## src/rau_gcd.sv

```systemverilog
// Binary gcd reduction unit: shared subtract/shift datapath, one step a cycle.
// Reduces n/d by their gcd. Depends on nothing.
module rau_gcd #(
  parameter int W = 64
) (
  input  logic         clk,
  input  logic         rst,
  input  logic         start,
  input  logic [W-1:0] n_in,
  input  logic [W-1:0] d_in,
  output logic         done,
  output logic [W-1:0] n_out,
  output logic [W-1:0] d_out
);
  // Phase 1: strip common twos from u,v (counted in k); phase 2: binary gcd;
  // phase 3: divide n,d by g via restoring division, one quotient bit a cycle.
  typedef enum logic [2:0] {S_IDLE, S_TWO, S_GCD, S_DIVN, S_DIVD, S_DONE} st_t;
  localparam int KW = $clog2(W + 1);
  localparam int BW = $clog2(W);
  st_t st;
  logic [W-1:0] u, v, g, n0, d0, rem, quo;
  logic [KW-1:0] k;
  logic [BW-1:0] bitc;

  logic [W:0] trial;
  assign trial = {rem, (st == S_DIVN) ? n0[bitc] : d0[bitc]} - {1'b0, g};

  always_ff @(posedge clk) begin
    if (rst) begin
      st <= S_IDLE;
      done <= 1'b0;
    end else begin
      done <= (st == S_DONE);
      unique case (st)
        S_IDLE: if (start) begin
          n0 <= n_in; d0 <= d_in; u <= n_in; v <= d_in; k <= '0;
          st <= (n_in == '0) ? S_DIVN : S_TWO;
          if (n_in == '0) begin
            g <= d_in; rem <= '0; quo <= '0; bitc <= BW'(W - 1);
          end
        end
        S_TWO: begin
          if (!u[0] && !v[0]) begin
            u <= u >> 1; v <= v >> 1; k <= k + 1'b1;
          end else st <= S_GCD;
        end
        S_GCD: begin
          if (!u[0]) u <= u >> 1;
          else if (!v[0]) v <= v >> 1;
          else if (u == v) begin
            g <= u << k; rem <= '0; quo <= '0; bitc <= BW'(W - 1);
            st <= S_DIVN;
          end else if (u > v) u <= (u - v) >> 1;
          else v <= (v - u) >> 1;
        end
        S_DIVN, S_DIVD: begin
          if (bitc == '0 && st == S_DIVN) begin
            n_out <= trial[W] ? {quo[W-2:0], 1'b0} : {quo[W-2:0], 1'b1};
            rem <= '0; quo <= '0; bitc <= BW'(W - 1); st <= S_DIVD;
          end else begin
            if (!trial[W]) begin
              rem <= trial[W-1:0]; quo <= {quo[W-2:0], 1'b1};
            end else begin
              rem <= {rem[W-2:0], (st == S_DIVN) ? n0[bitc] : d0[bitc]};
              quo <= {quo[W-2:0], 1'b0};
            end
            if (bitc == '0) begin
              d_out <= trial[W] ? {quo[W-2:0], 1'b0} : {quo[W-2:0], 1'b1};
              st <= S_DONE;
            end else bitc <= bitc - 1'b1;
          end
        end
        S_DONE: begin
          st <= S_IDLE;
        end
        default: st <= S_IDLE;
      endcase
    end
  end

`ifndef SYNTHESIS
  a_start_idle: assert property (@(posedge clk) disable iff (rst)
    start |-> st == S_IDLE) else $error("gcd start while busy");
  a_done_pulse: assert property (@(posedge clk) disable iff (rst)
    done |=> !done) else $error("done not a pulse");
  a_gcd_odd: assert property (@(posedge clk) disable iff (rst)
    st == S_GCD |-> (u[0] || v[0])) else $error("gcd both even");
`endif
endmodule
```

## config.mk

```make
export PLATFORM = sky130hd
export DESIGN_NAME = rau_gcd
export DESIGN_NICKNAME = d
export VERILOG_FILES = /design/src/rau_gcd.sv
export SDC_FILE = /design/constraint.sdc
export NUM_CORES = 1
export LEC_CHECK = 0
export ABC_CLOCK_PERIOD_IN_PS = 18900
export BUFFER_PORTS_ARGS = -buffer_cell sky130_fd_sc_hd__buf_2
export CORE_MARGIN = 5
export CORE_UTILIZATION = 58
export DETAILED_ROUTE_END_ITERATION = 6
export PLACE_DENSITY = 0.77
export SLEW_MARGIN = 20
export SYNTH_ARGS = -nofsm -noshare
export SYNTH_HDL_FRONTEND = slang
export SYNTH_SLANG_ARGS = --single-unit
```

## constraint.sdc

```tcl
create_clock -name clk -period 18.9 [get_ports clk]
set_input_delay 0.945 -clock clk [delete_from_list [all_inputs] [get_ports clk]]
set_output_delay 0.945 -clock clk [all_outputs]
set_load 0.02 [all_outputs]
```

==> impl_metrics.yaml <==
cts:
  cts_setup_buffers: 0
  cts.clk_slew.worst_paths_ns: 0.07
  cts_hold_buf: 0
  post_cts_resized: 0
  tritoncts: "built"
  cts_num_sinks: 592
  cts-root-buf: "clkbuf_16"
  clk_latency_ns: 0.66
  cts_buffers: 68
  cts.path.max_buffers: 3
  htree_levels: 3
pwr:
  ir_drop_mv: 0.0956
  p_leak_nw: 17.0
  p_per_area_nw_per_um2: 158
  total_power_w: 0.00679
synth:
  synth_seq_area_share_pct: 45.7
  synthArstFlopShare_pct: 0
  synth_nets: 4158
  yosysTopAreaCell: "edfxtp_1"
  yosys.cell_types.count: 89
  syn_area_um2: 38800
  avgSynthCellArea_um2: 10.1
  synth_ff_type: "edfxtp_1"
  yosys_warnings: 0
  synth_top_cell_area_share_pct: 45.5
  ys_seq_elements: 592
  synth_edf_count: 588
  syn_inst: 3829
  netlist_top_cells_area: "edfxtp_1 45%, ha_1 6.3%, mux4_2 4.8%"
critical_path:
  r2r_end: "rem[8]"
  rrSetupSlack_ns: 11.32
  crit_buf_inv: 2
  rr_worst_depth: 18
  cpMostUsedCell: "mux4_2"
  cp.required_ns: 19.35
  endpoint_kind: "flop"
  crit_arrival_ns: 8.03
  cpMaxStageDelayCell: "edfxtp_1"
  r2r-start: "bitc[1]"
  critPathMaxStageDelay_ns: 1.00
  cpLargestDelayFamily: "multiplexers"
  crit_fanout: 47
  crit_path_start_kind: "flop"
  crit_chain: "buf_4 -> mux4_2 -> mux4_2 -> mux4_2 -> mux2i_1 -> ha_1 -> fa_1 -> nor2b_1 -> o31ai_1 -> a21oi_1 -> o31a_1 -> nand3_1 -> nand3b_1 -> nand3_1 -> mux2_2 -> buf_4 -> nand2_1 -> a211oi_1"
  worst-setup-path-type: "reg -> reg"
sta:
  finalWorstSetupSlack_ns: 11.32
  fmax_ghz: 0.132
  relSlewSlack_pct: 16.8
  skew_ns: 0.0499
  fin_crit_ns: 7.58
  fin_tns_setup_ns: 0
  grt_setup_unrepaired: "no"
  final_max_slew_viol_count: 0
  hold_viol_final: 0
  fin_crit_sh_pct: 40.1
  worstMarginPinSlew_ns: 1.24
  finalSetupViolations: 0
drt:
  vias: 32900
  postRouteAntennaNets: 0
  drt-total-wl_um: 134000
  wl_per_cell_um: 27.5
  drc: 0
  dr.pass1.iters: 5
  avgViaCountPerCell: 6.74
  initialDrtViolationCount: 4801
min_path:
  worstHoldStart: "quo[62]"
  hold_path_class: "reg -> reg"
  hold_end: "d_out[63]"
  min_path_cells: 0
final_layout:
  area_growth_pct: 10.6
  multi_input_area_um2: 19200
  final_net_count: 4285
  fillers: 5262
  ff_latch_area_um2: 17700
  drive_above_1_share_pct: 13.7
place:
  dp_slack_ns: 11.44
  dp_hpwl_um: 99800
  portBuffers: 259
  place.gp.congestion: 1.02
grt:
  track_usage_pct: 36.3
  gr-total-overflow: 0
  grt_pass1_vias: 30900
  grt_max_degree: 76
  antenna_found_initial: 3
  grt_pass1_wl_um: 198000
run_status:
  status: "completed"
floorplan:
  ioPinCount: 260
  core_um2: 66100
  start_util_pct: 58.8
  die_area_um2: 72200
  fp.dieW_um: 269
  num_rows: 94
  die_y_um: 269
run:
  cap_violations: 0
## worst max path at each step
stage / from / end / slack (ns) / cells past startpoint
after detailed placement: bitc[1] / rem[54] / 11.44 / 18
after global placement: bitc[1] / rem[55] / 11.77 / 18
after CTS: bitc[1] / rem[54] / 11.39 / 18
after floorplan: u[43] / quo[0] / 9.71 / 10
final: bitc[1] / rem[8] / 11.32 / 18
after global routing: bitc[1] / rem[54] / 11.05 / 18
## layout make-up
cell class / instances / area share [%]
repair buffers: 299 / 3.72
inverters: 258 / 2.25
clock buffers: 82 / 4.08
clock inverters: 40 / 1.35
multi-input cells: 2737 / 44.8
flip-flops and latches: 592 / 41.3
well taps: 864 / 2.52
diodes: 4 / 0.0233
## stage by stage
stage	utilization [%]	instance area (um2)	cells	hold slack, ns
global placement	61.5	40600	4750	0.427
floorplan	-	38800	3829	0.421
CTS	65.0	43000	4872	0.425
detailed placement	61.5	40600	4750	0.429
global route	65.0	43000	4872	0.445
finish	65.0	43000	4876	0.429
## synthesized netlist by cell type (all sizes together) (93+ instances only)
master / number
xnor2: 108
a22oi: 120
ha: 195
a21oi: 330
edfxtp: 588
buf: 93
clkbuf: 149
a21o: 100
o21ai: 387
inv: 258
nand2: 362
nor2: 167
## logic make-up (layout without fill, tap and decap cells)
| group | after synthesis | count (layout) | share of synthesized area (%) |
|---|---|---|---|
| multiplexers | 161 | 161 | 6.90 |
| other | 0 | 4 | 0 |
| AO/OA/AOI/OAI | 1272 | 1272 | 20.5 |
| adder cells (fa/ha/maj) | 198 | 198 | 6.44 |
| AND/OR/NAND/NOR | 930 | 930 | 11.4 |
| flip-flops | 592 | 592 | 45.7 |
| buffers and inverters | 500 | 679 | 5.13 |
| XOR/XNOR | 176 | 176 | 3.97 |
## cells in the final DEF, fill, tap and decap left out, types with 22 or more instances in the layout
| cell | n |
|---|---|
| edfxtp_1 | 588 |
| o21ai_0 | 341 |
| mux2_2 | 23 |
| mux4_2 | 83 |
| a211oi_1 | 40 |
| nor4_1 | 26 |
| nor2_1 | 164 |
| mux2i_1 | 54 |
| a22o_1 | 22 |
| xor2_1 | 68 |
| and3_1 | 80 |
| ha_1 | 195 |
| a31oi_1 | 27 |
| o21ai_1 | 42 |
| xnor2_1 | 108 |
| o21bai_1 | 55 |
| nand2_1 | 360 |
| nor3_1 | 47 |
| clkbuf_16 | 68 |
| inv_1 | 253 |
| a21o_1 | 100 |
| buf_4 | 40 |
| nand3_1 | 79 |
| nand4_1 | 53 |
| a21oi_1 | 328 |
| a22oi_1 | 120 |
| buf_2 | 259 |
## flip-flops by register name, indices dropped and copies added, names as in the netlist
name	cells
st	3
quo	63
g	64
rem	64
d_out	64
d0	64
v	64
done	1
n_out	64
k	7
n0	64
u	64
bitc	6
## power by group
part | internal (W) | leakage (nW) | switching (W)
registers | 0.00177 | 5.46 | 0.000185
logic | 0.00119 | 10.5 | 0.00227
clock network | 0.000801 | 1.10 | 0.000578
total | 0.00376 | 17.0 | 0.00303
## metal layers
metal	up-vias	global-route usage [%]	share of wire, %
met4	0	15.4	5.2
li1	14600	-	-
met1	15900	50.1	39
met3	335	7.57	11
met2	2006	56.4	45
met5	-	0	0
(Power assumes the default switching activity.)
